`src/rtl/assert_macros.svh`:
```
// Assertion macros shared by the RTL of the program validator.
// Depends on nothing; included by the files that carry assertions.
`ifndef ASSERT_MACROS_SVH
`define ASSERT_MACROS_SVH

// Check a plain property on every rising edge, skipped while in reset
`define BPV_ASSERT(name, clk, rst_n, prop, msg) \
	name: assert property (@(posedge clk) disable iff (!rst_n) (prop)) \
	else $error(msg);

// Check that a condition implies a consequence in the same cycle
`define BPV_ASSERT_IMP(name, clk, rst_n, ante, cons, msg) \
	name: assert property (@(posedge clk) disable iff (!rst_n) (ante) |-> (cons)) \
	else $error(msg);

`endif

```
`src/rtl/bpv_pkg.sv`:
```
// Package of the BPF program validator: limits, opcode codes and item types.
// Depends on nothing; used by bpv_check and bpf_program_validator top level.
package bpv_pkg;

	// Program limits
	localparam int FRAGMENT_INSNS   = 32;
	localparam int SCRATCH_WORDS    = 16;
	localparam int LENGTH_FRAGMENTS = 3;
	localparam int MAX_LENGTH       = LENGTH_FRAGMENTS * FRAGMENT_INSNS;

	// Instruction class that ends a program
	localparam logic [2:0] CLASS_RET = 3'h6;

	// Loads into the accumulator
	localparam logic [15:0] OP_LD_W_ABS = 16'h0020;
	localparam logic [15:0] OP_LD_H_ABS = 16'h0028;
	localparam logic [15:0] OP_LD_B_ABS = 16'h0030;
	localparam logic [15:0] OP_LD_W_LEN = 16'h0080;
	localparam logic [15:0] OP_LD_W_IND = 16'h0040;
	localparam logic [15:0] OP_LD_H_IND = 16'h0048;
	localparam logic [15:0] OP_LD_B_IND = 16'h0050;
	localparam logic [15:0] OP_LD_IMM   = 16'h0000;
	localparam logic [15:0] OP_LD_MEM   = 16'h0060;

	// Loads into the index register
	localparam logic [15:0] OP_LDX_LEN  = 16'h0081;
	localparam logic [15:0] OP_LDX_MSH  = 16'h00b1;
	localparam logic [15:0] OP_LDX_IMM  = 16'h0001;
	localparam logic [15:0] OP_LDX_MEM  = 16'h0061;

	// Scratch stores
	localparam logic [15:0] OP_ST       = 16'h0002;
	localparam logic [15:0] OP_STX      = 16'h0003;

	// Arithmetic and logic
	localparam logic [15:0] OP_ADD_K    = 16'h0004;
	localparam logic [15:0] OP_ADD_X    = 16'h000c;
	localparam logic [15:0] OP_SUB_K    = 16'h0014;
	localparam logic [15:0] OP_SUB_X    = 16'h001c;
	localparam logic [15:0] OP_MUL_K    = 16'h0024;
	localparam logic [15:0] OP_MUL_X    = 16'h002c;
	localparam logic [15:0] OP_DIV_K    = 16'h0034;
	localparam logic [15:0] OP_DIV_X    = 16'h003c;
	localparam logic [15:0] OP_OR_K     = 16'h0044;
	localparam logic [15:0] OP_OR_X     = 16'h004c;
	localparam logic [15:0] OP_AND_K    = 16'h0054;
	localparam logic [15:0] OP_AND_X    = 16'h005c;
	localparam logic [15:0] OP_LSH_K    = 16'h0064;
	localparam logic [15:0] OP_LSH_X    = 16'h006c;
	localparam logic [15:0] OP_RSH_K    = 16'h0074;
	localparam logic [15:0] OP_RSH_X    = 16'h007c;
	localparam logic [15:0] OP_NEG      = 16'h0084;

	// Jumps
	localparam logic [15:0] OP_JA       = 16'h0005;
	localparam logic [15:0] OP_JEQ_K    = 16'h0015;
	localparam logic [15:0] OP_JEQ_X    = 16'h001d;
	localparam logic [15:0] OP_JGT_K    = 16'h0025;
	localparam logic [15:0] OP_JGT_X    = 16'h002d;
	localparam logic [15:0] OP_JGE_K    = 16'h0035;
	localparam logic [15:0] OP_JGE_X    = 16'h003d;
	localparam logic [15:0] OP_JSET_K   = 16'h0045;
	localparam logic [15:0] OP_JSET_X   = 16'h004d;

	// Returns and register moves
	localparam logic [15:0] OP_RET_K    = 16'h0006;
	localparam logic [15:0] OP_RET_A    = 16'h0016;
	localparam logic [15:0] OP_TAX      = 16'h0007;
	localparam logic [15:0] OP_TXA      = 16'h0087;

	// One instruction as it arrives
	typedef struct packed {
		logic [31:0] constant_k;
		logic [7:0]  jump_false;
		logic [7:0]  jump_true;
		logic [15:0] opcode;
	} insn_t;

	// Verdict on one instruction
	typedef struct packed {
		logic insn_ok;
		logic is_last;
		logic program_ok;
	} chk_res_t;

endpackage

```
`src/rtl/bpv_check.sv`:
```
// Combinational checks of one BPF instruction against the program state.
// Depends on bpv_pkg for opcode codes, limits and item types.
module bpv_check (
	input  bpv_pkg::insn_t    insn,
	input  logic [7:0]        position,
	input  logic [7:0]        program_length,
	input  logic              error_seen,
	output bpv_pkg::chk_res_t res
);
	import bpv_pkg::*;

	logic [9:0] pos_w;
	logic [9:0] len_w;
	logic [9:0] jt_target;
	logic [9:0] jf_target;
	logic [9:0] ja_target;
	logic [8:0] next_pos;
	logic       ja_ok;
	logic       jc_ok;
	logic       len_ok;
	logic       ok;
	logic       last;

	// Jump targets, wide enough that no sum wraps
	assign pos_w     = {2'b00, position};
	assign len_w     = {2'b00, program_length};
	assign jt_target = pos_w + {2'b00, insn.jump_true} + 10'd1;
	assign jf_target = pos_w + {2'b00, insn.jump_false} + 10'd1;
	assign ja_target = pos_w + {2'b00, insn.constant_k[7:0]} + 10'd1;
	assign ja_ok     = (insn.constant_k[31:8] == 24'd0) && (ja_target < len_w);
	assign jc_ok     = (jt_target < len_w) && (jf_target < len_w);

	// Whitelist the opcode and test its operands
	always_comb begin
		case (insn.opcode) inside
			OP_ADD_K, OP_ADD_X, OP_SUB_K, OP_SUB_X, OP_MUL_K, OP_MUL_X,
			OP_DIV_X, OP_AND_K, OP_AND_X, OP_OR_K, OP_OR_X, OP_LSH_K,
			OP_LSH_X, OP_RSH_K, OP_RSH_X, OP_NEG,
			OP_LD_W_ABS, OP_LD_H_ABS, OP_LD_B_ABS, OP_LD_W_LEN,
			OP_LD_W_IND, OP_LD_H_IND, OP_LD_B_IND, OP_LD_IMM,
			OP_LDX_LEN, OP_LDX_MSH, OP_LDX_IMM,
			OP_TAX, OP_TXA, OP_RET_K, OP_RET_A: begin
				ok = 1'b1;
			end
			OP_DIV_K: begin
				ok = insn.constant_k != 32'd0;
			end
			OP_LD_MEM, OP_LDX_MEM, OP_ST, OP_STX: begin
				ok = insn.constant_k < 32'(SCRATCH_WORDS);
			end
			OP_JA: begin
				ok = ja_ok;
			end
			OP_JEQ_K, OP_JEQ_X, OP_JGE_K, OP_JGE_X,
			OP_JGT_K, OP_JGT_X, OP_JSET_K, OP_JSET_X: begin
				ok = jc_ok;
			end
			default: begin
				ok = 1'b0;
			end
		endcase
	end

	// Close the program at its length; a zero length closes every item
	assign next_pos = {1'b0, position} + 9'd1;
	assign last     = (program_length == 8'd0) || (next_pos >= {1'b0, program_length});
	assign len_ok   = (program_length != 8'd0) && (len_w <= 10'(MAX_LENGTH));

	assign res.insn_ok    = ok;
	assign res.is_last    = last;
	assign res.program_ok = last && len_ok && ok && !error_seen &&
	                        (insn.opcode[2:0] == CLASS_RET);

endmodule

```
`src/rtl/bpf_program_validator.sv`:
```
// Input register, then result register; one item per cycle while m_tready stays high.
// The input register feeds the opcode and target checks, whose verdict lands in the
// result register; position and the sticky error update as an item leaves the input stage.
// Reset (arst_n low, asynchronous) clears the valid flags of both stages, position,
// the error flag and program_length to zero.
// Top level of the BPF program validator: input stage, program state, result stage.
// Depends on bpv_pkg and bpv_check; assertions use assert_macros.svh.
`include "assert_macros.svh"

module bpf_program_validator (
	input  logic        clk,
	input  logic        arst_n,
	// configuration: program_length
	input  logic        cfg_we,
	input  logic [7:0]  cfg_wdata,
	// input item
	input  logic        s_tvalid,
	output logic        s_tready,
	input  logic [63:0] s_tdata,   // opcode[15:0], jump_true[23:16], jump_false[31:24],
	                               // constant_k[63:32]
	// result item
	output logic        m_tvalid,
	input  logic        m_tready,
	output logic [7:0]  m_tdata,   // insn_ok[0], program_ok[1], zero [7:2]
	output logic        m_tlast    // is_last
);
	import bpv_pkg::*;

	logic          valid_s1;
	insn_t         insn_s1;
	logic          valid_s2;
	chk_res_t      res_s2;
	logic [7:0]    program_length_q;
	logic [7:0]    position_q;
	logic          error_q;
	chk_res_t      res;
	logic          advance;

	// Move stage one on when the result register is free or drains
	assign advance  = valid_s1 && (!valid_s2 || m_tready);
	assign s_tready = !valid_s1 || advance;

	// Hold the configured length
	always_ff @(posedge clk or negedge arst_n) begin
		if (!arst_n) begin
			program_length_q <= 8'd0;
		end else if (cfg_we) begin
			program_length_q <= cfg_wdata;
		end
	end

	// Capture the incoming item
	always_ff @(posedge clk or negedge arst_n) begin
		if (!arst_n) begin
			valid_s1 <= 1'b0;
		end else if (s_tready) begin
			valid_s1 <= s_tvalid;
		end
	end

	always_ff @(posedge clk) begin
		if (s_tready && s_tvalid) begin
			insn_s1 <= insn_t'(s_tdata);
		end
	end

	bpv_check u_check (
		.insn           (insn_s1),
		.position       (position_q),
		.program_length (program_length_q),
		.error_seen     (error_q),
		.res            (res)
	);

	// Advance position and the sticky error; wrap both at the end of a program
	always_ff @(posedge clk or negedge arst_n) begin
		if (!arst_n) begin
			position_q <= 8'd0;
			error_q    <= 1'b0;
		end else if (advance) begin
			if (res.is_last) begin
				position_q <= 8'd0;
				error_q    <= 1'b0;
			end else begin
				position_q <= position_q + 8'd1;
				error_q    <= error_q || !res.insn_ok;
			end
		end
	end

	// Result register
	always_ff @(posedge clk or negedge arst_n) begin
		if (!arst_n) begin
			valid_s2 <= 1'b0;
		end else if (advance) begin
			valid_s2 <= 1'b1;
		end else if (m_tready) begin
			valid_s2 <= 1'b0;
		end
	end

	always_ff @(posedge clk) begin
		if (advance) begin
			res_s2 <= res;
		end
	end

	assign m_tvalid = valid_s2;
	assign m_tdata  = {6'd0, res_s2.program_ok, res_s2.insn_ok};
	assign m_tlast  = res_s2.is_last;

	// A valid program verdict only closes a program of passing instructions
	`BPV_ASSERT_IMP(a_prog_ok_last, clk, arst_n, m_tvalid && m_tdata[1],
		m_tlast && m_tdata[0], "program_ok without is_last and insn_ok")
	// Closing a program clears the program state
	`BPV_ASSERT(a_wrap, clk, arst_n, advance && res.is_last |=> position_q == 8'd0 && !error_q,
		"state not cleared after the last instruction")
	// A remembered error belongs to a program already under way
	`BPV_ASSERT_IMP(a_err_pos, clk, arst_n, error_q, position_q != 8'd0,
		"error flag set at program start")
	// An empty result register never blocks the input
	`BPV_ASSERT_IMP(a_ready, clk, arst_n, !m_tvalid, s_tready,
		"input stalled while the result register is empty")

endmodule
```
`config.mk`:
```
export PLATFORM = sky130hd
export DESIGN_NAME = bpf_program_validator
export DESIGN_NICKNAME = d
export VERILOG_FILES = /design/src/rtl/bpv_pkg.sv /design/src/rtl/bpv_check.sv /design/src/rtl/bpf_program_validator.sv
export VERILOG_INCLUDE_DIRS = /design/src /design/src/rtl
export SDC_FILE = /design/constraint.sdc
export NUM_CORES = 1
export LEC_CHECK = 0
export BUFFER_PORTS_ARGS = -buffer_cell sky130_fd_sc_hd__buf_2
export CAP_MARGIN = 20
export CORE_ASPECT_RATIO = 1.1
export CORE_UTILIZATION = 39
export DETAILED_ROUTE_END_ITERATION = 10
export HOLD_SLACK_MARGIN = 0.1
export SETUP_SLACK_MARGIN = 0.02
export SLEW_MARGIN = 5
export SYNTH_ARGS = -nofsm -noshare
export SYNTH_HDL_FRONTEND = slang
export SYNTH_SLANG_ARGS = --single-unit
```
`constraint.sdc`:
```
create_clock -name clk -period 4.1 [get_ports clk]
set_clock_uncertainty 0.2 [all_clocks]
set_input_delay 0.82 -clock clk [delete_from_list [all_inputs] [get_ports clk]]
set_output_delay 0.82 -clock clk [all_outputs]
set_load 0.01 [all_outputs]
```
After elaboration in Yosys (flattened, before gate mapping)
Index checks and enable logic that the tools add are counted.
{"block": "word_totals", "register_bits": 86, "latchBits": 0, "mem_bits_rw": 0, "rom_bits": 0, "inputBits": 77, "output_inout_bits": 11, "word_cells": 106, "n_memories": 0}
{"block": "classes", "n_addsub": 8, "mul": 0, "div": 0, "n_lt_le_gt_ge": 6, "eq_ne": 45, "shift": 0, "muxes": 9, "bitwise": 0, "n_reduce_logical": 26}
{"operator": "$eq A16 B7 Y1 const B", "count": 15}
{"operator": "$eq A16 B6 Y1 const B", "count": 11}
{"operator": "$eq A16 B5 Y1 const B", "count": 5}
{"operator": "$eq A16 B8 Y1 const B", "count": 5}
{"operator": "$eq A16 B3 Y1 const B", "count": 4}
{"operator": "$eq A16 B2 Y1 const B", "count": 2}
{"operator": "$lt A32 B5 Y1 const B", "count": 1}
{"operator": "$reduce_bool A32 Y1", "count": 1}
{"operator": "$reduce_or A31 Y1", "count": 1}
{"operator": "$add A10 B1 Y10 const B", "count": 3}
{"operator": "$lt A10 B8 Y1", "count": 3}
{"operator": "$add A8 B8 Y9", "count": 3}
{"operator": "$logic_not A24 Y1", "count": 1}
{"operator": "$eq A16 B1 Y1 const B", "count": 1}
{"operator": "$eq A16 B4 Y1 const B", "count": 1}
{"operator": "$logic_not A16 Y1", "count": 1}
{"operator": "$add A8 B1 Y9 const B", "count": 1}
{"operator": "$ge A9 B8 Y1", "count": 1}
{"operator": "$logic_and A1 B1 Y1", "count": 9}
{"operator": "$add A8 B1 Y8 const B", "count": 1}
{"operator": "$le A8 B7 Y1 const B", "count": 1}
{"operator": "$logic_not A8 Y1", "count": 1}
{"operator": "$mux W1", "count": 8}
{"operator": "$mux W8", "count": 1}
{"operator": "7 further kinds", "count": 13}

Logic depth before layout (Yosys ltp)
{"block": "depth", "word_depth": 12, "mapped_depth": 17}

By module
Synthesis repeated with hierarchy kept, for this count alone.
{"block": "unflattened", "cells_unflattened": 434, "area_unflattened_um2": 5053.6}
{"mod": "bpf_program_validator", "instances": 1, "cells_each": 150, "area_per_inst_um2": 2936.6, "seq_area_each_um2": 2487.4}
{"mod": "bpv_check", "instances": 1, "cells_each": 284, "area_per_inst_um2": 2117.0, "seq_area_each_um2": 0.0}

Worst setup path after synthesis
OpenSTA, ideal clock, no wires.
{"block": "synth_path", "kind": "flip-flop to flip-flop", "from": "reg position_q[0]", "to": "reg res_s2, in the netlist m_tdata[1] (data pin)", "setup_time_ns": 0.134, "t_arrival_ns": 3.765, "slack_ns": 0.001, "path_stages_with_launch": 16, "path_buffers": 0, "synth_period_minus_slack_ns": 4.099, "path_cell_list": "dfrtp_1 -> ha_1 -> fa_1 -> a211o_1 -> a21oi_1 -> and3_2 -> nand3b_1 -> xor2_1 -> ha_1 -> and4_1 -> a22oi_1 -> nand3_1 -> or3_2 -> a221o_1 -> a21oi_2 -> and4_1"}
{"item": "start: declaration", "line_no": "bpf_program_validator.sv:34", "text": "logic [7:0] position_q;"}
{"item": "start signal: assignment", "line_no": "bpf_program_validator.sv:85", "text": "position_q <= position_q + 8'd1;"}
{"item": "end signal: assignment", "line_no": "bpf_program_validator.sv:104", "text": "res_s2 <= res;"}
{"item": "end: declaration", "line_no": "bpf_program_validator.sv:32", "text": "chk_res_t res_s2;"}

==> out/summary.txt <==
Worst R2R Setup Slack: -0.06 ns
WL per Instance: 15.46 µm
hold_buf cts: 0
die height: 125.5 µm
Overflow after GRT: 0
CTS buffer count: 9
Tmin final: 4.164 ns
HPWL after DPL: 9.261 mm
Synth Warn #: 0
most frequent cells in the layout: buf_2 (82), edfxtp_1 (67), ha_1 (56)
met2 Track Usage GR: 29.45%
Tcrit/Tclk final: 101.5%
Die ar.: 14350 µm²
Async SR Flop Fraction: 22.09%
first-pass GRT wire length: 19.78 mm
vias: 4216
syn avg cell area: 11.04 µm²
drt via density: 5.250
Clock Path Buffers: 2
Reg-to-Reg End: m_tdata[1]$_DFFE_PP_
fin nets: 751
Clk pin slew, worst setup/hold paths: 0.07 ns
worst slew pin tran: 0.8178 ns
Skew-Pair Late Insertion Delay: 0.36 ns
Final ANT Viol Nets: 0
Seq/Total Area, Yosys: 45.98%
clk root buf: clkbuf_16
total routed wirelength: 12.42 mm
setup ws final: -0.06350 ns
#FFs+latches synth: 86
most common cell after layout, fill and taps aside: buf_2
worst-path cell chain: ha_2, buf_4, buf_4, a21oi_1, o211ai_1, o41ai_1, xor2_1, xor2_1, ha_1, and4_1, a22oi_1, nand3_1, or3_4, a221o_1, a21oi_2, and4_1
vias in the first global route: 4075
initial antenna violation count: 0
WS Path Type: flop to flop
CTS sink cnt: 86
Arr. time, crit path: 4.18 ns
Final TNS setup: -0.07271 ns
Fin. Hold Viols: 0
drt pass-1 iters: 5
leak pwr: 2.833 nW
CP max stage delay: 0.42 ns
# setup viols final: 2
mapped cell area: 5410 µm²
Max FO, Critical Path: 3
Worst Setup End Kind: flop
maximum vdd drop: 0.0002482 V
failing checks: negative setup slack
CTS tree: yes
busiest layer in global routing: met2
all-layer global routing usage: 18.15%
number of port buffers: 81
H-tree depth: 3
n_diodes: 0
required time worst endpoint: 4.12 ns
Slowest cell on crit path: dfrtp_1
Power Dens Cells: 575.4 nW/µm²
1st-iter DRT viols: 219
initial core utilization: 40.44%
type of origin of the critical path: flop
Remaining DRCs: 0
Worst R2R Start: position_q[0]$_DFFE_PN0P_
commonest register cell after synthesis: edfxtp_1
RSZ-0062 raised after global routing: yes
Worst slew margin: 45.48%
outcome: finished with violations
R2R cell count: 16
worst min-delay path class: primary input to async pin
synth unique cells: 69
crit path buf inv count: 2
met1 Use GR: 23.58%
Final Total Pwr: 3.867 mW
Global Route met3 Usage: 4.120%
Die W: 114.3 µm
largest net degree at the start of global routing: 35
Cells after Synth: 490
Crit path max-delay family: compound AO/OA/AOI/OAI gates
post-layout instance area: 6721 µm²
GP Congestion: 0.8687
Slew Limit Fails: 0
Post-synth EDFFs: 67
layout cells sized above 1: 27.95%
maxcap violations: 0
Site Rows: 44
setup slack at placement: -0.1975 ns
Post-DP Area: 6261 µm²
Core Region: 13380 µm²
Layout area overhead: 24.24%
boundary pin count: 88
f_max: 240.2 MHz
[what timing repair did]
item	CTS	global route
pin swaps	3	6
setup endpoints to repair	3	3
setup buffers	1	4
hold endpoints to repair	0	0
resized for setup	7	11
[stage by stage]
step	util, %	std cells	hold WS, ns
after CTS	49.52	798	0.2122
after floorplan	-	495	0.2572
after global routing	50.24	803	0.2325
final	50.24	803	0.2047
after global placement	46.80	781	0.2694
after detailed placement	46.80	781	0.2866
[Yosys cell counts, types with 2 or more instances]
master     number  area (µm²)
a2111oi_0       2       17.52
a211o_1         2       17.52
a211oi_1        9       67.56
a211oi_2        2       25.02
a21o_1          8       60.06
a21o_2          2       17.52
a21oi_1        20       100.1
a221o_1         2       20.02
a22oi_1         2       15.01
and3_1          6       37.54
and3_2          3       22.52
and4_1          5       43.79
buf_4           7       52.55
clkbuf_1        5       18.77
dfrtp_1        19       475.5
edfxtp_1       67        2012
fa_1            3       60.06
ha_1           57       713.2
inv_1          12       45.04
mux2_2          2       22.52
nand2_1        36       135.1
nand2b_1       11       68.82
nand3_1        15       75.07
nand3b_1        2       15.01
nand4_1         5       31.28
nor2_1         30       112.6
nor2b_1         7       43.79
nor3_1         10       50.05
nor3b_1         2       15.01
nor4_1         12       75.07
nor4b_1         3       26.28
nor4bb_1        3       30.03
o2111ai_1       4       35.03
o211ai_1        3       22.52
o21a_1          7       52.55
o21ai_0        34       170.2
o22ai_1         2       12.51
o31ai_1         4       30.03
o41ai_1         2       17.52
or3_1           2       12.51
or4_1           3       22.52
xnor2_1        11       96.34
xor2_1         21       183.9
[routing by layer]
layer  share of wire, %  vias up
met5                  0        -
met4                1.9        0
met3                5.2       19
met2                 47      117
met1                 46     1947
li1                   -     2133
[worst register-to-register path, cell delays in order (launching register included)]
cell      delay [ns]
dfrtp_1         0.42
ha_2            0.20
buf_4           0.13
buf_4           0.13
a21oi_1         0.24
o211ai_1        0.13
o41ai_1         0.39
xor2_1          0.28
xor2_1          0.20
ha_1            0.27
and4_1          0.17
a22oi_1         0.15
nand3_1         0.11
or3_4           0.35
a221o_1         0.31
a21oi_2         0.16
and4_1          0.21
[worst max path at each step]
| stage | startpoint | endpoint | slack (ns) | depth (start not counted) |
|---|---|---|---|---|
| after global routing | position_q[0]$_DFFE_PN0P_ | m_tdata[1]$_DFFE_PP_ | -0.22 | 15 |
| after detailed placement | position_q[0]$_DFFE_PN0P_ | m_tdata[1]$_DFFE_PP_ | -0.20 | 16 |
| final | position_q[0]$_DFFE_PN0P_ | m_tdata[1]$_DFFE_PP_ | -0.06 | 16 |
| after floorplan | position_q[0]$_DFFE_PN0P_ | m_tdata[1]$_DFFE_PP_ | 0.03 | 15 |
| after global placement | position_q[0]$_DFFE_PN0P_ | m_tdata[1]$_DFFE_PP_ | -0.10 | 18 |
| after CTS | position_q[0]$_DFFE_PN0P_ | m_tdata[1]$_DFFE_PP_ | -0.09 | 15 |
[cell type report]
cell class	count	area, µm²
flip-flops and latches	86	2489
repair buffers	120	708.2
clock inverters	7	102.6
fillers	1211	6656
clock buffers	9	225.2
multi-input cells	384	2918
well taps	184	230.2
inverters	13	48.80
[kinds of logic after synthesis]
logic type	share of synthesized area [%]
AO/OA/AOI/OAI	15.26
XOR/XNOR	5.481
adder cells (fa/ha/maj)	14.29
buffers and inverters	2.220
flip-flops	45.98
multiplexers	0.4163
other	0.06931
AND/OR/NAND/NOR	16.28
[state kept, by name, indices dropped and copies added (netlist names)]
signal / count
program_length_q: 8
valid_s1: 1
insn_s1: 64
m_tdata: 2
m_tvalid: 1
error_q: 1
m_tlast: 1
position_q: 8
[power by group]
group,total (mW),switching [mW],internal (mW)
clock,0.902,0.361,0.541
sequential,1.11,0.0827,1.03
combinational,1.85,0.967,0.885
Note: power is estimated with default switching activity, not from simulation.
